==> src/rtl/core/sfif_pkg.sv <==
// ----------------------------------------------------------------------------
// sfif_pkg
// Shared sizes, types and codes of the spiking fully connected layer.
// ----------------------------------------------------------------------------
`default_nettype none

package sfif_pkg;

   localparam int OUT_NEURONS    = 16;
   localparam int SUB_KERNELS    = 2;
   localparam int CHANNELS       = 8;
   localparam int POSITIONS      = 16;
   localparam int WEIGHT_BITS    = 8;
   localparam int POTENTIAL_BITS = 16;

   localparam int STORE_DEPTH = SUB_KERNELS * CHANNELS * POSITIONS * OUT_NEURONS;
   localparam int ADDR_BITS   = (STORE_DEPTH > 1) ? $clog2(STORE_DEPTH) : 1;
   localparam int NEURON_BITS = (OUT_NEURONS > 1) ? $clog2(OUT_NEURONS) : 1;
   localparam int SUB_BITS    = (SUB_KERNELS > 1) ? $clog2(SUB_KERNELS) : 1;

   // fixed field widths of the request, response and threshold, and the threshold reset value
   localparam int CHAN_FIELD_BITS  = 3;
   localparam int POS_FIELD_BITS   = 2;
   localparam int ADDR_FIELD_BITS  = 12;
   localparam int VALUE_FIELD_BITS = 8;
   localparam int FIRED_BITS       = 4;
   localparam int THRESH_BITS      = 15;
   localparam int THRESH_RESET     = 256;

   localparam int CMP_BITS = ((POTENTIAL_BITS > THRESH_BITS) ? POTENTIAL_BITS
                                                             : THRESH_BITS) + 1;

   localparam logic OP_LOAD  = 1'b0;
   localparam logic OP_SPIKE = 1'b1;

   typedef logic signed [POTENTIAL_BITS-1:0] potential_type;
   typedef logic signed [WEIGHT_BITS-1:0]    weight_type;

   typedef struct packed {
      logic shift;
      logic load;
   } cell_ctrl_type;

   typedef struct packed {
      logic          fire;
      potential_type value;
   } update_type;

endpackage

`default_nettype wire

==> src/rtl/core/sfif_update.sv <==
// ----------------------------------------------------------------------------
// sfif_update
// Integrate step at the head of the ring: saturating add of one weight and
// the fire decision against the threshold, with the potential cleared on a fire.
// ----------------------------------------------------------------------------
`default_nettype none

module sfif_update import sfif_pkg::*; (
   input  potential_type          head,
   input  weight_type             weight,
   input  logic [THRESH_BITS-1:0] threshold,
   output update_type             result
);

   localparam potential_type POT_MAX = {1'b0, {(POTENTIAL_BITS-1){1'b1}}};
   localparam potential_type POT_MIN = {1'b1, {(POTENTIAL_BITS-1){1'b0}}};

   logic signed [POTENTIAL_BITS:0] sum;
   potential_type                  sat;
   logic signed [CMP_BITS-1:0]     pot_cmp;
   logic signed [CMP_BITS-1:0]     thr_cmp;

   always_comb begin
      sum = (POTENTIAL_BITS+1)'(head) + (POTENTIAL_BITS+1)'(weight);
      // top two bits disagree: the add left the signed range
      if (sum[POTENTIAL_BITS] != sum[POTENTIAL_BITS-1]) begin
         sat = sum[POTENTIAL_BITS] ? POT_MIN : POT_MAX;
      end else begin
         sat = sum[POTENTIAL_BITS-1:0];
      end
      pot_cmp = CMP_BITS'(sat);
      thr_cmp = CMP_BITS'($signed({1'b0, threshold}));
      result.fire  = (pot_cmp >= thr_cmp);
      result.value = result.fire ? '0 : sat;
   end

endmodule

`default_nettype wire

==> config.mk <==
export PLATFORM = sky130hd
export DESIGN_NAME = sfif_update
export DESIGN_NICKNAME = d
export VERILOG_FILES = /design/src/rtl/core/sfif_pkg.sv /design/src/rtl/core/sfif_update.sv
export SDC_FILE = /design/constraint.sdc
export NUM_CORES = 1
export LEC_CHECK = 0
export BUFFER_PORTS_ARGS = -buffer_cell sky130_fd_sc_hd__buf_2
export CAP_MARGIN = 10
export CORE_MARGIN = 5
export CORE_UTILIZATION = 48
export DETAILED_ROUTE_END_ITERATION = 12
export GPL_ROUTABILITY_DRIVEN = 0
export PLACE_DENSITY = 0.92
export SYNTH_ARGS = -nofsm -noshare
export SYNTH_HDL_FRONTEND = slang
export SYNTH_SLANG_ARGS = --single-unit
==> constraint.sdc <==
create_clock -name vclk -period 6.2
set_clock_uncertainty 0.2 [all_clocks]
set_input_delay 0.93 -clock vclk [all_inputs]
set_output_delay 0.93 -clock vclk [all_outputs]
set_load 0.02 [all_outputs]
-- Yosys cells after proc, flatten, opt, wreduce, memory -nomap -nowiden
Cells that the tools add are included.
- word-level logic and storage cells: 6
- bits of input ports: 39
- memories: 0
- memory bits (writable): 0
- bits in read-only memories: 0
- register bits after elaboration: 0
- bits in latches: 0
- output and inout bits: 17
- $lt $le $gt $ge: 1
- add/sub/neg operators: 1
- bitwise gates (word level): 0
- mux-type cells: 3
- equality and inequality tests: 1
- shifts and indexed selects: 0
- reductions and logical operators: 0
- multiply operators: 0
- divide/modulo/power cells: 0
- operator list (operator ; number):
    $mux 16 ; 3
    $add 16x8->17 ; 1
    $ge 16x16->1 ; 1
    $ne 1x1->1 ; 1

-- Logic depth before layout (Yosys ltp)
Gate-level depths: netlist (run 1).
- depth in word-level cells: 5
- gate-level depth with buffers: 21
- depth with buffers taken out: 20

-- Worst setup path after synthesis (run 1)
Ideal clock, no wire load.
- kind: input to output
- start point: in head[4]
- end point: out result[0] in the netlist's numbering
- buffers on the path: 1
- setup slack: -0.240 ns
- required time: 5.070 ns
- stages: 19
- arrival: 5.310 ns
- cells stage by stage: ha_1 -> a21o_1 -> a31o_1 -> o21ba_1 -> o21ai_1 -> o31ai_2 -> xor2_1 -> ha_1 -> clkbuf_1 -> inv_1 -> or2_2 -> o21ai_1 -> nor2_1 -> ha_1 -> and4_1 -> a221oi_1 -> o211a_1 -> clkinv_1 -> a21oi_1
- RTL lines (item ; line ; source):
    start, declared ; sfif_update.sv:9 ; input potential_type head,
    end, declared ; sfif_update.sv:12 ; output update_type result

==> results.md, run 1 <==
- N_diodes: 0
- Placed Instances: 326
- Core Rows: 20
- Crit path capture type: output port
- Initial antenna violation count: 0
- Post-layout nets: 363
- Post-DP HPWL: roughly 3700 um
- Via count: 1898
- Worst-case hold path end point: result[0]
- FFs & Latches: 0
- Critical setup path kind: in2out
- Die H: about 66 um
- # DRC: 0
- Layout area overhead: 41.82%
- Via density: 5.717
- WP data arrival: 5020 ps
- DIE WIDTH: roughly 66 um
- 1st-pass router iterations: 4
- Port bufs: 56
- I/O pin cnt: 56
- Worst hold-check path type: in2out
- Worst-Margin Slew: 446.1 ps
- Final cell count without fillers: 332
- Max-slew violation count: 0
- Unrepaired setup endpoints after global routing: true
- Worst hold stages: 5
- Result of the run: finished, final reports clean
- Relative slew slack: 70.11%
- Slowest stage delay, CP: roughly 350 ps
- Post-place setup slack: -53.88 ps
- Finished Core Util: 70.74%
- Drt wl/cell: 14.73 um
- Final hold viol count: 0
- Starting Density: 49.88%
- CP cell instances: buf_2, ha_1, a21o_1, a31o_1, o21ba_4, o21ai_4, o31ai_4, xor2_1, ha_2, buf_12, nor2_2, nand2_1, or3_4, o311ai_2, nor2_1, ha_1, nand4_1, a211o_1, o211a_1, buf_4, inv_8, a21oi_2, buf_4
- Syn nets: 294
- CP startpoint kind: input pin
- Routed WL: 4889 um
- Largest net degree at the start of global routing: 17
- Iteration-0 DRC Markers: 74
- Setup TNS: 0 ps
- Power Total: 584.2 uW
- Lkg Pwr: approximately 0.0011 uW
- Final Critical Period: 6148 ps
- Synthesis Warnings: 0
- Mapped Area: about 0.0015 mm^2
- Final setup margin: 52.00 ps
- CP Max Fanout: 10
- Power per cell area: 270.5 mW/mm^2
- Final period util: between 90% and 100%
- Max Clock Freq: roughly 0.16 GHz
- CP max stage cell: ha_2
- Peak supply drop: 0.00009728 V
- Grt ovf: 0
- Post-Syn Instances: 221
- CTS Hold Bufs: 0
- Final count of negative-setup-slack endpoints: 0
- First-pass GRT wire length: 7355 um
- Max-cap viol count: 0
- Cell variety after synth: 53
- Die area: about 0.0044 mm^2
- Number of global-route vias before repair: 1823
- Post-route ant nets: 0
- Clock buf count: 0
- Syn Area/Cell: approximately 6.9 um^2
- Core Area: 0.003053 mm^2
- Worst Path Required: 5070 ps
- Layout cells sized above 1: 41.32%
- Seq. cell area: 0 um^2
- Seq/Total Area, Yosys: 0%
- Total track usage: 19.98%
- Hold_sp: weight[0]
==> logic make-up after synthesis <==
group | after synthesis | share of synthesized area, %
mux | 4 | 2.794
buf+inv | 28 | 7.642
compound gates | 69 | 31.14
fa+ha+maj | 34 | 28.43
xor+xnor | 7 | 4.026
simple gates | 79 | 25.97
==> per-stage QoR <==
stage,instance area [um^2],hold WS [ps]
after floorplan,1554,2036
after detailed placement,1951,2222
after global placement,1951,2215
after global routing,2160,2287
final,2160,2213
after CTS,1957,2222
==> worst max-delay path by stage <==
stage | to | from | cells after the start
5_1_grt | result[8] | head[4] | 23
4_1_cts | result[12] | head[0] | 20
3_3_place_gp | result[12] | head[4] | 20
6_report | result[8] | head[4] | 23
2_1_floorplan | result[0] | head[4] | 19
3_5_place_dp | result[12] | head[0] | 21
==> power breakdown <==
part	switching, uW	internal (uW)	leakage [uW]	total, uW
Combinational	339	245	0.00110	584
Clock	0	0	0	0
Sequential	0	0	0	0
Total	339	245	0.00110	584
==> placed cells by master, fill, tap and decap left out, types with 3 or more instances in the layout <==
cell type / instances
o21ai_0: 6
nand4_1: 3
inv_1: 21
xnor2_1: 5
o211ai_1: 3
a21o_1: 5
o21ai_2: 3
a21oi_2: 13
a21oi_1: 15
nor3_1: 3
nand3_1: 6
ha_1: 28
and4_1: 3
ha_4: 3
or2_2: 3
nor2_1: 14
nand2_1: 26
nor2b_1: 5
buf_2: 54
buf_4: 16
o21ai_1: 3
==> Yosys cell counts, drive strengths merged (2+ instances only) <==
| master | number | share of area, % |
|---|---|---|
| ha | 33 | 27 |
| a21oi | 28 | 9.7 |
| nand2 | 27 | 6.8 |
| inv | 21 | 5.2 |
| nor2 | 15 | 3.7 |
| o21ai | 13 | 4.5 |
| nand3 | 7 | 2.3 |
| nor2b | 6 | 2.5 |
| a21o | 5 | 2.5 |
| o211ai | 5 | 3.7 |
| or2 | 5 | 2.1 |
| xnor2 | 5 | 2.9 |
| and4 | 4 | 2.3 |
| clkbuf | 4 | 1.2 |
| nand4 | 3 | 1.2 |
| nor3 | 3 | 0.99 |
| o21ba | 3 | 2.0 |
| or3 | 3 | 1.2 |
| a211o | 2 | 1.2 |
| buf | 2 | 1.1 |
| mux2 | 2 | 1.5 |
| mux2i | 2 | 1.3 |
| o2111ai | 2 | 1.6 |
| or3b | 2 | 1.2 |
| xor2 | 2 | 1.2 |
==> timing repair <==
| action | CTS | global route |
|---|---|---|
| cloned | 0 | 1 |
| resized for setup | 2 | 34 |
| pin swaps | 1 | 9 |
| setup buffers | 0 | 5 |
| setup endpoints to repair | 11 | 16 |
==> layer usage <==
| layer | share of wire (%) | up-vias | wire [um] | global-route usage, % |
|---|---|---|---|---|
| li1 | - | 940 | - | - |
| met5 | 0 | - | 0 | 0 |
| met1 | 39 | 858 | 1902 | 24.17 |
| met2 | 52 | 83 | 2526 | 38.54 |
| met3 | 6.1 | 17 | 297 | 0.1701 |
| met4 | 3.3 | 0 | 161 | 4.569 |
==> layout make-up <==
cell class | count | area, um^2
well taps | 44 | 55.05
multi-input cells | 193 | 1572
fillers | 262 | 893.4
inverters | 22 | 90.09
repair buffers | 73 | 442.9
==> worst max-delay path, delay by kind of cell <==
family | cells | cell delay, ps
AOI/OAI and AO/OA | 9 | 1540
buffers and inverters | 5 | 690
and+or+nand+nor | 5 | 700
adders and majority gates | 3 | 940
xor gates and xnor gates | 1 | 220
No activity file was read; power rests on OpenSTA's default activity.
==> run 2, diff against run 1 <==
--- a/config.mk
+++ b/config.mk
@@ -8,10 +8,10 @@
 export BUFFER_PORTS_ARGS = -buffer_cell sky130_fd_sc_hd__buf_2
 export CAP_MARGIN = 10
 export CORE_MARGIN = 5
-export CORE_UTILIZATION = 48
+export CORE_UTILIZATION = 40
 export DETAILED_ROUTE_END_ITERATION = 12
 export GPL_ROUTABILITY_DRIVEN = 0
-export PLACE_DENSITY = 0.92
+export PLACE_DENSITY_LB_ADDON = 0.25
 export SYNTH_ARGS = -nofsm -noshare
 export SYNTH_HDL_FRONTEND = slang
 export SYNTH_SLANG_ARGS = --single-unit
==> run 2 against run 1 <==
  * Critical path depth decreased by 3
  * Global-route usage decreased by 4.2 points
  * Flip-flop and latch count unchanged
  * Core utilization decreased by 12 points
  * Design area increased by 0.41%
  * Worst hold slack improved by 17 ps
  * Largest cell class unchanged
==> results.md, run 2 (synthesis gave the netlist of run 1 again) <==
- Result of the run: finished, final reports clean
- Initial antenna violation count: 0
- First-pass GRT wire length: slightly below 7000 um
- Peak supply drop: ~0.000099 V
- Largest net degree at the start of global routing: 16
- Commonest non-fill, non-tap cell in the layout: buf_2
- Via density: between 5 and 6
- Worst Path Required: slightly above 5000 ps
- Port bufs: 56
- CP Max Fanout: 10
- Post-route cell area: 0.002168 mm^2
- Layout area overhead: 42.40%
- Seq. cell area: 0 um^2
- Final hold viol count: 0
- Final Critical Period: 5999 ps
- Worst-Margin Slew: 353.4 ps
- N_diodes: 0
- Metal3 WL: ~170 um
- Max Clock Freq: 0.1667 GHz
- WP data arrival: 4870 ps
- Max-slew violation count: 0
- Total track usage: between 10% and 20%
- Post-route ant nets: 0
- Commonest non-fill, non-tap cells in the layout: 53 x buf_2, 32 x ha_1, 26 x nand2_1
- Critical setup path kind: in2out
- Die area: roughly 0.005 mm^2
- Met1 wire length: 1937 um
- Relative slew slack: approximately three quarters
- Core Rows: 22
- Final period util: 96.75%
- Final count of negative-setup-slack endpoints: 0
- Final cell count without fillers: 339
- Core Area: between 0.003 and 0.004 mm^2
- Power per cell area: 266.6 mW/mm^2
- # DRC: 0
- CP startpoint kind: input pin
- Iteration-0 DRC Markers: between 50 and 60
- Crit path capture type: output port
- FFs & Latches: 0
- Post-DP Area: slightly below 0.002 mm^2
- Post-DP HPWL: 3677 um
- Starting Density: 41.28%
- 1st-pass router iterations: 4
- Layout cells sized above 1: 40.89%
- Number of global-route vias before repair: 1678
- Grt ovf: 0
- Max-cap viol count: 0
- Clock buf count: 0
- Top sig layer: met3
- Drt wl/cell: 12.89 um
- I/O pin cnt: 56
- Routed WL: 4369 um
- Worst hold-check path type: in2out
- WL met2: around 2300 um
- Post-layout nets: 366
- Placed Instances: 331
- Die H: 71.70 um
- DIE WIDTH: 71.70 um
- Lkg Pwr: 0.001127 uW
- Via count: 1783
run 2: metrics by stage:
step | total power, uW | utilization (%) | setup slack [ps] | hold slack [ps] | setup TNS, ps
global route | 638.6 | 58.79 | -38.24 | 2264 | -280.8
floorplan | 355.5 | - | -10.35 | 2036 | -95.18
detailed placement | 502.7 | 52.88 | -30.70 | 2239 | -190.7
CTS | 505.3 | 53.05 | 11.10 | 2240 | 0
finish | 578.1 | 58.79 | 201.4 | 2230 | 0
global placement | 500.8 | 52.88 | 46.23 | 2233 | 0
run 2: worst paths after layout:
kind / startpoint / to / slack, ps / cells past startpoint
worst max-delay path: head[4] / result[5] / 200 / 20
worst min-delay path: weight[0] / result[0] / 2230 / 5
run 2: routing by layer:
metal / global-route usage, % / up-vias
met5: 0 / -
met4: 0 / 0
met3: 0.2805 / 0
met2: 30.61 / 37
met1: 20.36 / 804
li1: - / 942
run 2: power by group:
| group | leakage, uW | internal, uW | switching, uW | total, uW |
|---|---|---|---|---|
| Combinational | 0.00113 | 248 | 330 | 578 |
| Clock | 0 | 0 | 0 | 0 |
| Sequential | 0 | 0 | 0 | 0 |
run 2: critical path, cell delays in order:
cell and delay, ps:
buf_2 100, ha_1 290, a21o_1 190, a31o_1 230, o21ba_4 220, o21ai_4 160
o31ai_4 80, xor2_1 150, ha_1 380, buf_6 160, or3b_1 430, nand2_1 100
ha_1 240, and4_4 200, a221oi_2 260, o211a_1 260, buf_4 160, inv_8 50
a21oi_2 100, buf_2 170
run 2: cell type report:
cell class,count,area (um^2)
fill,381,1520
inverter,22,90.09
multi-input combinational,193,1560
timing repair buffer,76,457.9
tap,48,60.06
run 2: timing repair:
item / CTS / global route
resized for setup: 2 / 36
setup buffers: 0 / 8
endpoints found under the setup margin: 10 / 16
pin swaps: 1 / 11
hold buffers: 0 / 0
