===== src/rtl/core/sfif_pkg.sv =====
// ----------------------------------------------------------------------------
// sfif_pkg
// Shared sizes, types and codes of the spiking fully connected layer.
// ----------------------------------------------------------------------------
`default_nettype none

package sfif_pkg;

   localparam int OUT_NEURONS    = 16;
   localparam int SUB_KERNELS    = 2;
   localparam int CHANNELS       = 8;
   localparam int POSITIONS      = 16;
   localparam int WEIGHT_BITS    = 8;
   localparam int POTENTIAL_BITS = 16;

   localparam int STORE_DEPTH = SUB_KERNELS * CHANNELS * POSITIONS * OUT_NEURONS;
   localparam int ADDR_BITS   = (STORE_DEPTH > 1) ? $clog2(STORE_DEPTH) : 1;
   localparam int NEURON_BITS = (OUT_NEURONS > 1) ? $clog2(OUT_NEURONS) : 1;
   localparam int SUB_BITS    = (SUB_KERNELS > 1) ? $clog2(SUB_KERNELS) : 1;

   // fixed field widths of the request, response and threshold, and the threshold reset value
   localparam int CHAN_FIELD_BITS  = 3;
   localparam int POS_FIELD_BITS   = 2;
   localparam int ADDR_FIELD_BITS  = 12;
   localparam int VALUE_FIELD_BITS = 8;
   localparam int FIRED_BITS       = 4;
   localparam int THRESH_BITS      = 15;
   localparam int THRESH_RESET     = 256;

   localparam int CMP_BITS = ((POTENTIAL_BITS > THRESH_BITS) ? POTENTIAL_BITS
                                                             : THRESH_BITS) + 1;

   localparam logic OP_LOAD  = 1'b0;
   localparam logic OP_SPIKE = 1'b1;

   typedef logic signed [POTENTIAL_BITS-1:0] potential_type;
   typedef logic signed [WEIGHT_BITS-1:0]    weight_type;

   typedef struct packed {
      logic shift;
      logic load;
   } cell_ctrl_type;

   typedef struct packed {
      logic          fire;
      potential_type value;
   } update_type;

endpackage

`default_nettype wire


===== src/rtl/core/sfif_cell.sv =====
// ----------------------------------------------------------------------------
// sfif_cell
// One membrane potential of the neuron ring: on a rotate takes shift_in, its neighbor's
// value or, for the tail cell, the updated head value; else on a load (head cell) load_in.
// ----------------------------------------------------------------------------
`default_nettype none

module sfif_cell import sfif_pkg::*; (
   input  logic          clock,
   input  logic          reset,
   input  cell_ctrl_type ctrl,
   input  potential_type shift_in,
   input  potential_type load_in,
   output potential_type value
);

   potential_type pot_ff;
   potential_type pot_in;

   always_comb begin
      pot_in = pot_ff;
      if (ctrl.shift) begin
         pot_in = shift_in;
      end else if (ctrl.load) begin
         pot_in = load_in;
      end
   end

   always_ff @(posedge clock) begin
      if (reset) begin
         pot_ff <= '0;
      end else begin
         pot_ff <= pot_in;
      end
   end

   assign value = pot_ff;

endmodule

`default_nettype wire


===== config.mk =====
export PLATFORM = sky130hd
export DESIGN_NAME = sfif_cell
export DESIGN_NICKNAME = d
export VERILOG_FILES = /design/src/rtl/core/sfif_pkg.sv /design/src/rtl/core/sfif_cell.sv
export SDC_FILE = /design/constraint.sdc
export NUM_CORES = 1
export LEC_CHECK = 0
export ABC_AREA = 1
export ABC_CLOCK_PERIOD_IN_PS = 1320
export BUFFER_PORTS_ARGS = -buffer_cell sky130_fd_sc_hd__buf_4
export CELL_PAD_IN_SITES_DETAIL_PLACEMENT = 1
export CELL_PAD_IN_SITES_GLOBAL_PLACEMENT = 2
export CORE_MARGIN = 2
export CORE_UTILIZATION = 22
export CTS_BUF_LIST = sky130_fd_sc_hd__clkbuf_4 sky130_fd_sc_hd__clkbuf_8
export DETAILED_ROUTE_END_ITERATION = 12
export PLACE_DENSITY = 0.9
export SLEW_MARGIN = 40
export SYNTH_ARGS = -nofsm -noshare
export SYNTH_HDL_FRONTEND = slang
export SYNTH_SLANG_ARGS = --single-unit

===== constraint.sdc =====
create_clock -name clock -period 1.32 [get_ports clock]
set_input_delay 0.066 -clock clock [delete_from_list [all_inputs] [get_ports clock]]
set_output_delay 0.066 -clock clock [all_outputs]
set_load 0.01 [all_outputs]

---- Word level (Yosys, flattened, before mapping) ----
Index checks and enable logic that the tools add are counted.
cells by class
  multiplexer cells ....................... 2
  reduce and logical (&&, ||, !) cells .... 1
operator list
  kind                count
  two-way mux 16 bit  2
  nonzero test 2 bit  1
storage, ports and cells
  flip-flop bits (word level) ............. 16
  bits of input ports ..................... 36
  output and inout port bits .............. 16

---- Longest topological paths before layout ----
Gate-level depths: netlist of the first run.
  word-level depth ........................ 2
  depth in mapped cells ................... 7
  depth with buffers taken out ............ 5

---- Worst setup path after synthesis of the first run ----
OpenSTA, ideal clock, no wires.
  kind .................................... input to register
  start point ............................. input port ctrl[0] (netlist bit)
  end point ............................... register pot_ff[10], in the netlist value[10]
  data arrival time ....................... 0.595 ns
  path slack .............................. 0.616 ns
  cell stages on the path ................. 6
  buffers on the path ..................... 2
  path through ............................ buf_4 buf_4 nand3_1 nand3_1 nand2_1 inv_1
on the way
  longest elaborated chain between the ends .. 1
ends and longest elaborated chain
  element                              line             RTL
  from (decl)                          sfif_cell.sv:11  input cell_ctrl_type ctrl,
  nonzero test 2 bit (no source line)  n/a
  to (signal assigned)                 sfif_cell.sv:33  pot_ff <= pot_in;
  to (decl)                            sfif_cell.sv:17  potential_type pot_ff;
No other way between the ends.
A chain may end at the register's enable or synchronous reset.

---- Final worst setup path of the first run ----
  start point ............................. register pot_ff[0], in the netlist value[0]
  end point ............................... output port value[0]
RTL lines
  element    line             RTL
  to (decl)  sfif_cell.sv:14  output potential_type value
No word-level cell between the ends.

==> results of run 1 <==
logic make-up (layout without fill, tap and decap cells):
group,after synthesis,after routing,synth area share
AND/OR/NAND/NOR,81,81,0.4465
buffers and inverters,25,73,0.1566
flip-flops,16,16,0.3969
placed cells by master, fill, tap and decap left out, drive strengths merged:
cell type / instances
dfxtp: 16
nor2: 1
buf: 51
nand3: 32
nand2: 48
clkbuf: 4
inv: 18
metrics by stage:
step	utilization	power, mW
floorplan	-	0.6702
global placement	0.3303	0.8045
detailed placement	0.3303	0.8147
CTS	0.3456	1.259
global route	0.3456	1.317
finish	0.3456	1.231
worst max path at each step:
stage                   from   endpoint  slack, ns  cells past startpoint
finish              value[0]   value[0]       0.53                      1
global route        value[0]   value[0]       0.49                      1
CTS                 value[0]   value[0]       0.51                      1
detailed placement   ctrl[1]  value[15]       0.40                      6
global placement     ctrl[1]   value[4]       0.44                      6
floorplan            ctrl[0]  value[10]       0.62                      6
report_power, final:
group          internal, mW  switching, mW  leakage, nW
sequential            0.515         0.0176        0.132
combinational         0.141          0.127        0.567
clock                 0.264          0.167       0.0288
cell type report:
class / count / area (um^2)
multi-input combinational: 81 / 360.3
fill: 472 / 2360
timing repair buffer: 51 / 382.9
tap: 48 / 60.06
clock buffer: 4 / 55.05
sequential: 16 / 320.3
inverter: 18 / 67.56
routing by layer:
metal	up-vias	global-route usage	wire (um)
li1	472	-	-
met3	2	0.03299	183
met5	-	0	0
met2	34	0.2578	1389
met4	0	0.03191	14
met1	437	0.1539	1127
synthesized netlist by cell type (all sizes together):
master | instances | share of area
nor2 | 1 | 0.025
nand2 | 48 | 0.22
buf | 7 | 0.073
dfxtp | 16 | 0.40
nand3 | 32 | 0.20
inv | 18 | 0.084
==> summary.txt, run 1 <==
Yosys
  • Syn_area_per_cell: between 6 and 7 um^2
  • Mapped Nets: ~160
  • Post-Synthesis Cells: 122
  • FF+latch count, synth: 16
  • Netlist cell types: 9
  • Synthesized area: ~810 um^2
  • Share of the yosys chip area belonging to registers: 0.3969
  • Yosys warns: 0

Die
  • Core ar.: about 0.0036 mm^2
  • Die Height: ~65 um
  • IO Count: 52
  • Die area: 0.004169 mm^2
  • Initial Util: 0.2238
  • Row count: 22
  • Die W: around 65 um

Power
  • Power Dens Cells: just under 1000 mW/mm^2
  • Maximum vdd ir drop: approximately 400 uV
  • Pleak: 0.7285 nW

Placed design
  • Placement Setup Slack: 0.3981 ns
  • Placer Congestion: about 0.63
  • Dpl cells: between 200 and 250
  • Port Buffers: 51
  • DP Wirelength: about 2000 um
  • Placed Area: about 0.0012 mm^2

Setup path
  • CP Launch Type: register
  • RR Startpoint: value[9]
  • Crit path DAT: just over 0.7 ns
  • Crit-path slowest cell: dfxtp_1
  • Crit path max fanout: 2
  • Crit path kind: register to output pin
  • Worst reg2reg path depth: 4
  • Reg2reg end: value[9]
  • Crit path buffers/inverters: 1
  • Critical Path RT: 1.25 ns
  • Crit path cell chain: buf_4
  • Setup slack, reg-to-reg: between 0.6 and 0.7 ns
  • Top delay family on crit path: flip-flops
  • CP endpoint kind: output pin
  • Crit path largest cell delay: approximately 0.35 ns

Global route
  • Largest net degree at the start of global routing: 19
  • Grt ovf: 0
  • Vias in the first global route: 963
  • Initial antenna violation count: 0
  • Total global-route track usage: 0.1368
  • Global-route wire length before repair: 4353 um

Drt
  • Post-route ant nets: 0
  • Post-DR vias/cell: 4.335
  • Via count: around 950
  • Drt drc: 0
  • First-pass DRT Iterations: 4
  • Wire per inst: between 10 and 15 um
  • Post-Route WL: about 2700 um
  • DR iter-0 viols: 42

Cells and area
  • P&R area growth vs syn: 54.42%
  • Final Non-Filler Cells: between 200 and 250
  • Post-route cell area: approximately 0.0012 mm^2
  • Layout cells sized above 1: 0.3353
  • Max reg flops: 16
  • Layout Nets: about 210
  • N_diodes: 0

STA
  • Final setup violation count: 0
  • Final hold viol count: 0
  • Final min period: 0.7903 ns
  • Worst rel slew slack: 0.6434
  • Crit share post-route: 0.5987
  • RSZ-0062 raised after global routing: false
  • Tightest Pin Transition: between 0.5 and 0.6 ns
  • Final worst setup slack: around 0.53 ns
  • Setup TNS: 0 ns
  • Max Clk Rate: roughly 1300 MHz
  • Slew Viols, Final: 0
  • WHS: between 0.1 and 0.15 ns
  • Worst clock skew: 0 ns

Run status
  • Status: complete, no violations

Min path
  • Hold Crit Class: input pin to register
  • HP Start: shift_in[14]
  • Hold path depth: 5
  • Hold Path Sink: value[14]

Clock tree
  • Post_cts resized: 0
  • CTS Buf Count: 3
  • CTS tree: yes
  • Level count of the clock H-tree: 1
  • Clk slew on worst S/H paths: roughly 0.06 ns
  • Clk Latency, worst-skew pair: around 0.24 ns
  • Clk sinks: 16
  • Cts hold-fix bufs: 0
  • Maximum clock path buffer count: 2
  • Post-CTS Setup Inserts: 0
  • Clk root buf: clkbuf_8

Flow run
  • Max Cap Viol: 0
Note: power is estimated with default switching activity, not from simulation.
==> inputs of run 2 (changes only) <==
- ABC_AREA: 1 -> 0
- ABC_CLOCK_PERIOD_IN_PS: 1320 -> 800
- CORE_UTILIZATION: 22 -> 24
- PLACE_DENSITY: 0.9 -> 0.84
- clock period: 1.32 -> 0.8 ns (I/O delays scaled with it)
==> summary.txt, run 2 <==
STA
  • Final min period: between 0.7 and 0.8 ns
  • Final setup violation count: 0 (unchanged)
  • Crit share post-route: 0.9643
  • Max Clk Rate: about 1300 MHz
  • Worst clock skew: 0 ns (unchanged)
  • Slew Viols, Final: 0 (unchanged)
  • Final hold viol count: 0 (unchanged)
  • Tightest Pin Transition: 0.2806 ns (-0.2537 ns)
  • RSZ-0062 raised after global routing: true
  • Worst rel slew slack: 0.8129 (+0.1695)

Die
  • Core ar.: 0.003284 mm^2 (-8.9%)
  • IO Count: 52 (unchanged)
  • Die W: 61.94 um (-4.1%)
  • Die Height: 61.94 um (-4.1%)
  • Initial Util: 0.2453 (+0.02153)
  • Die area: 0.003837 mm^2 (-8.0%)
  • Row count: 21 (-4.5%)

Drt
  • Met3 wire length: 175 um (-4.4%)
  • Drt drc: 0 (unchanged)
  • DR iter-0 viols: 8 (-81%)
  • Uppermost layer routed: met3
  • Met2 WL: 1138 um (-18%)
  • Wire per inst: 13.03 um (+4.7%)
  • Via count: 728 (-23%)
  • Metal1 wirelength: 863 um (-23%)
  • First-pass DRT Iterations: 2 (-2)
  • Post-route ant nets: 0 (unchanged)
  • Post-Route WL: 2176 um (-20%)
  • Post-DR vias/cell: 4.359 (+0.56%)

Power
  • NetSw: 0.4947 mW (+59%)
  • Switching part of the total power: 0.2654 (+0.01276)
  • Pleak: 0.5953 nW (-18%)
  • Sequential share of power: 0.489 (+0.056)
  • Maximum vdd ir drop: 394.5 uV (-1.5%)
  • Clock power frac: 0.230 (-0.120)
  • Comb power frac: 0.281 (+0.064)
  • Int Power: 1.369 mW (+49%)
  • Power Dens Cells: 1396 mW/mm^2 (+41%)

Yosys
  • Synthesized area: 805.8 um^2 (-0.16%)
  • Synth area leaders: dfxtp_1 (40%), mux2i_1 (20%), a211oi_2 (16%), nor2b_1 (12%), a211oi_1 (5.6%)
  • Synth top area share: 0.3975 (+0.0006163)
  • Synth top cells by count: dfxtp_1 (16), mux2i_1 (16), nor2b_1 (16)
  • Synth Area in Simple Gates: 0.1242 (-0.3223)
  • Post-synth ARST share: 0 (unchanged)
  • Main combinational cell family by area after synthesis: compound AO/OA/AOI/OAI gates
  • Post-Synthesis Cells: 71 (-42%)
  • Share of the yosys chip area belonging to registers: 0.3975 (+0.0006163)
  • Yosys warns: 0 (unchanged)
  • Yosys top cell by area: dfxtp_1
  • Syn_area_per_cell: 11.35 um^2 (+72%)
  • FF+latch count, synth: 16 (unchanged)
  • Post-synth EDFFs: 0 (unchanged)
  • Dominant synthesized flop cell: dfxtp_1
  • Netlist cell types: 12 (+3)
  • Compound-Gate Fraction of Synth Area: 0.2112 (+0.2112)
  • Mux cell area share after synthesis: 0.1988 (+0.1988)
  • Mapped Nets: 107 (-32%)
  • Synth Area in Adders: 0 (unchanged)
  • Post-synthesis xor/xnor area fraction: 0 (unchanged)

Cells and area
  • Commonest cells after routing, fill and taps aside: buf_4 (36), mux2i_1 (16), nor2b_1 (16), buf_6 (16), dfxtp_2 (16)
  • Fillers: 363 (-23%)
  • Multi-input logic area: 440.4 um^2 (+22%)
  • N_diodes: 0 (unchanged)
  • P&R area growth vs syn: 65.68%
  • Max reg flops: 16 (unchanged)
  • Final Non-Filler Cells: 167 (-23%)
  • Layout cells sized above 1: 0.6942 (+0.3589)
  • Commonest non-fill, non-tap cell in the layout: buf_4
  • Layout Nets: 159 (-23%)
  • Final Util: 0.4065 (+0.06088)
  • Reg area: 340.3 um^2 (+6.2%)

Clock tree
  • CTS tree: yes
  • Level count of the clock H-tree: 1 (unchanged)
  • Cts hold-fix bufs: 0 (unchanged)
  • Clk slew on worst S/H paths: 0.10 ns (+0.04 ns)
  • CTS Buf Count: 3 (unchanged)
  • Post-CTS Setup Inserts: 0 (unchanged)
  • Clk root buf: clkbuf_4
  • Maximum clock path buffer count: 2 (unchanged)
  • Clk Latency, worst-skew pair: 0.28 ns (+0.04 ns)
  • Clk sinks: 16 (unchanged)

Setup path
  • Crit path kind: register to output pin
  • Top delay family on crit path: flip-flops
  • Setup slack, reg-to-reg: 0.06 ns (-0.57 ns)
  • Crit path cell chain: buf_6
  • Reg2reg end: value[13]
  • CP Launch Type: register
  • Crit path largest cell delay: 0.34 ns (about the same)
  • Critical Path RT: 0.76 ns (-0.49 ns)
  • RR Startpoint: value[13]
  • Crit path buffers/inverters: 1 (unchanged)
  • CP endpoint kind: output pin
  • Crit path DAT: 0.73 ns (about the same)
  • Crit-path slowest cell: dfxtp_2
  • Crit path max fanout: 2 (unchanged)
  • Worst reg2reg path depth: 2 (-2)

Placed design
  • Port Buffers: 51 (unchanged)
  • DP Wirelength: 1638 um (-19%)
  • Placer Congestion: 0.6309 (+0.45%)
  • Dpl cells: 164 (-23%)

Min path
  • HP Start: shift_in[15]
  • Hold Path Sink: value[15]
  • Hold Crit Class: input pin to register
  • Hold path depth: 3 (-2)

Global route
  • Largest net degree at the start of global routing: 18 (-1)
  • Total global-route track usage: 0.1205 (-0.01632)
  • Vias in the first global route: 790 (-18%)
  • Grt ovf: 0 (unchanged)
  • Global-route wire length before repair: 3367 um (-23%)
  • Initial antenna violation count: 0 (unchanged)

Flow run
  • Max Cap Viol: 0 (unchanged)

Run status
  • Status: complete, no violations
==> run 2: cell count changes after synthesis, sizes merged <==
cell	before	now
clkbuf	0	1
nor2	1	0
buf	7	5
mux2i	0	16
a211oi	0	16
nand2	48	0
nand3	32	0
nor2b	0	16
inv	18	1
==> run 2: metrics by stage <==
stage	worst slack, ns	hold slack, ns	instance area (um^2)	TNS (ns)	power, mW
finish	0.02852	0.04881	1335	0	1.864
floorplan	0.08766	0.2309	805.8	0	1.140
global route	-0.01876	0.04851	1335	-0.08842	1.989
CTS	0.0003098	0.04072	1269	0	1.860
detailed placement	-0.03335	0.3628	1222	-0.08978	1.399
global placement	0.01018	0.3526	1222	0	1.386
==> run 2: what timing repair did <==
item / CTS / global route
resized for setup: 11 / 23
endpoints found under the setup margin: 7 / 20
pin swaps: 0 / 2
==> run 2: logic make-up after synthesis <==
family          after synthesis
compound gates               16
mux                          16
flops                        16
simple gates                 16
buf+inv                       7
==> run 2: worst max-delay path by stage <==
stage | start | endpoint | slack [ns] | cells after the start
after detailed placement | ctrl[0] | value[9] | -0.03 | 3
after global placement | ctrl[0] | value[4] | 0.01 | 3
after floorplan | value[0] | value[0] | 0.09 | 2
after CTS | value[8] | value[8] | 0.0003 | 1
after global routing | value[14] | value[14] | -0.02 | 1
final | value[2] | value[2] | 0.03 | 1
==> run 2: worst register-to-register path, stage by stage (launching register included) <==
cell and delay (ns):
dfxtp_2 0.35, mux2i_1 0.08, a211oi_2 0.23
==> run 2: per-layer routing <==
layer  vias to the layer above  GRT usage
met4                         0    0.03647
met2                        32     0.2202
met3                         0    0.03106
met5                         -          0
li1                        356          -
met1                       340     0.1358
==> run 2: power groups by stage <==
stage | registers, mW | logic [mW] | clock network (mW)
floorplan | 0.933 | 0.207 | 0
global placement | 0.905 | 0.481 | 0
CTS | 0.898 | 0.503 | 0.460
global route | 0.919 | 0.572 | 0.498
finish | 0.911 | 0.524 | 0.429
detailed placement | 0.907 | 0.492 | 0
==> run 2: area by class of cell <==
type | instances | share of cell area
well taps | 46 | 0.04311
multi-input cells | 48 | 0.3299
repair buffers | 53 | 0.3524
flip-flops and latches | 16 | 0.2549
clock buffers | 3 | 0.01687
inverters | 1 | 0.002812
==> inputs of run 3 (changes only) <==
- CELL_PAD_IN_SITES_DETAIL_PLACEMENT: 1 -> not set
- CELL_PAD_IN_SITES_GLOBAL_PLACEMENT: 2 -> not set
- CORE_UTILIZATION: 24 -> 30
- GPL_TIMING_DRIVEN: not set -> 0
- PLACE_DENSITY: 0.84 -> 0.67
==> summary.txt, run 3 (synthesis results as in run 2) <==
Global route
  • Global-route wire length before repair: 3353 um (-0.42%)
  • Largest net degree at the start of global routing: 11 (-7)
  • Grt ovf: 0 (unchanged)
  • Total global-route track usage: 0.1359 (+0.01543)
  • Initial antenna violation count: 0 (unchanged)
  • Vias in the first global route: 741 (-6.2%)

Setup path
  • CP endpoint kind: output pin
  • Critical Path RT: 0.76 ns (about the same)
  • Setup slack, reg-to-reg: 0.05 ns (about the same)
  • CP Launch Type: register
  • Top delay family on crit path: flip-flops
  • Crit path DAT: 0.73 ns (about the same)
  • Crit-path slowest cell: dfxtp_2
  • Critical path origin: value[14]
  • Crit path cell chain: buf_6
  • Worst path depth: 1 (unchanged)
  • Crit path kind: register to output pin
  • Reg2reg end: value[10]
  • RR Startpoint: value[10]
  • Crit path buffers/inverters: 1 (unchanged)
  • CP endpoint: value[14]
  • Worst reg2reg path depth: 2 (unchanged)
  • Crit path largest cell delay: 0.34 ns (about the same)
  • Crit path max fanout: 2 (unchanged)

Clock tree
  • Maximum clock path buffer count: 2 (unchanged)
  • CTS tree: yes
  • Cts hold-fix bufs: 0 (unchanged)
  • Clk root buf: clkbuf_4
  • Level count of the clock H-tree: 1 (unchanged)
  • Clk slew on worst S/H paths: 0.10 ns (about the same)
  • Clk sinks: 16 (unchanged)
  • CTS Buf Count: 3 (unchanged)
  • Clk Latency, worst-skew pair: 0.28 ns (about the same)

Placed design
  • Placer Congestion: 0.7711 (+22%)
  • Dpl cells: 150 (-8.5%)
  • Port Buffers: 49 (-3.9%)
  • DP Wirelength: 1611 um (-1.7%)

STA
  • RSZ-0062 raised after global routing: true
  • Final hold viol count: 0 (unchanged)
  • Worst rel slew slack: 0.7734 (-0.03955)
  • Slew Viols, Final: 0 (unchanged)
  • Final setup violation count: 0 (unchanged)
  • Max Clk Rate: 1291 MHz (-0.38%)
  • Worst clock skew: 0 ns (unchanged)
  • Crit share post-route: 0.9680 (+0.003676)
  • Tightest Pin Transition: 0.3399 ns (+0.05933 ns)
  • WHS: 0.04487 ns (-0.003945 ns)
  • Final min period: 0.7744 ns (+0.002941 ns)

Cells and area
  • Layout cells sized above 1: 0.6855 (-0.008731)
  • Commonest non-fill, non-tap cell in the layout: buf_4
  • N_diodes: 0 (unchanged)
  • Final Util: 0.5298 (+0.1233)
  • Max reg flops: 16 (unchanged)
  • Layout Nets: 161 (+1.3%)
  • Commonest cells after routing, fill and taps aside: buf_4 (34), buf_6 (17), nor2b_1 (16), dfxtp_2 (16), mux2i_1 (15)
  • Final Non-Filler Cells: 154 (-7.8%)
  • P&R area growth vs syn: 65.84% (about the same)

Min path
  • Hold Crit Class: input pin to register

Drt
  • Wire per inst: 13.57 um (+4.2%)
  • Post-DR vias/cell: 4.721 (+8.3%)
  • Post-route ant nets: 0 (unchanged)
  • DR iter-0 viols: 2 (-6)
  • Drt drc: 0 (unchanged)
  • First-pass DRT Iterations: 2 (unchanged)
  • Post-Route WL: 2090 um (-4.0%)
  • Via count: 727 (-0.14%)

Power
  • Maximum vdd ir drop: 1238 uV (+210%)
  • Pleak: 0.6022 nW (+1.2%)
  • Power Dens Cells: 1476 mW/mm^2 (+5.8%)

Die
  • Die Height: 55.83 um (-9.9%)
  • Die W: 55.83 um (-9.9%)
  • Die area: 0.003116 mm^2 (-19%)
  • Row count: 18 (-14%)
  • Initial Util: 0.3194 (+0.07411)
  • IO Count: 52 (unchanged)
  • Core ar.: 0.002522 mm^2 (-23%)

Run status
  • Status: complete, no violations

Flow run
  • Max Cap Viol: 0 (unchanged)
[run 3: cell types whose count changed in the layout (fill, tap and decap cells not counted), sizes merged]
cell,change
buf,+1
clkbuf,+2
[run 3: worst min path at each step]
stage / depth (start not counted) / endpoint / slack, ns / from
after floorplan: 2 / value[0] / 0.23 / shift_in[0]
after detailed placement: 3 / value[2] / 0.36 / shift_in[2]
after global placement: 3 / value[1] / 0.35 / shift_in[1]
final: 3 / value[2] / 0.04 / shift_in[2]
after CTS: 3 / value[2] / 0.05 / shift_in[2]
after global routing: 3 / value[15] / 0.04 / shift_in[15]
[run 3: per-stage QoR]
stage | instance area (um^2) | setup slack [ns] | setup TNS, ns | power, mW
after detailed placement | 1211 | -0.08771 | -0.6532 | 1.398
after CTS | 1255 | 0.003905 | 0 | 1.921
after floorplan | 805.8 | 0.08766 | 0 | 1.140
final | 1336 | 0.02558 | 0 | 1.973
after global placement | 1211 | -0.05602 | -0.5034 | 1.384
after global routing | 1336 | -0.005494 | -0.02484 | 2.077
[run 3: area by class of cell]
class                           count  area (um^2)
Buffer                              6        51.30
Clock buffer                        4        36.28
Fill cell                         245         1186
Inverter                            1        3.754
Multi-Input combinational cell     48        439.2
Sequential cell                    16        340.3
Tap cell                           30        37.54
Timing Repair Buffer               49        427.9
[run 3: timing repair]
item | CTS | global route
cloned | 0 | 0
setup buffers | 0 | 0
pin swaps | 0 | 1
gates resized for setup | 3 | 31
setup endpoints to repair | 3 | 18
[run 3: routing by layer]
metal / up-vias / global-route usage / routed length, um
met1: 345 / 0.1457 / 789
met4: 0 / 0.05102 / 28
met3: 2 / 0.01860 / 72
li1: 363 / - / -
met5: - / 0 / 0
met2: 17 / 0.2653 / 1199
[run 3: worst min-delay path, cell delays in order]
cell and delay (ns):
buf_4 0.11, nor2b_1 0.10, a211oi_1 0.05
[run 3: power by group]
part | switching (mW) | internal, mW | leakage, nW | total (mW)
clock | 0.257 | 0.276 | 0.0210 | 0.533
sequential | 0.0413 | 0.870 | 0.138 | 0.911
combinational | 0.201 | 0.328 | 0.444 | 0.528
total | 0.499 | 1.47 | 0.602 | 1.97
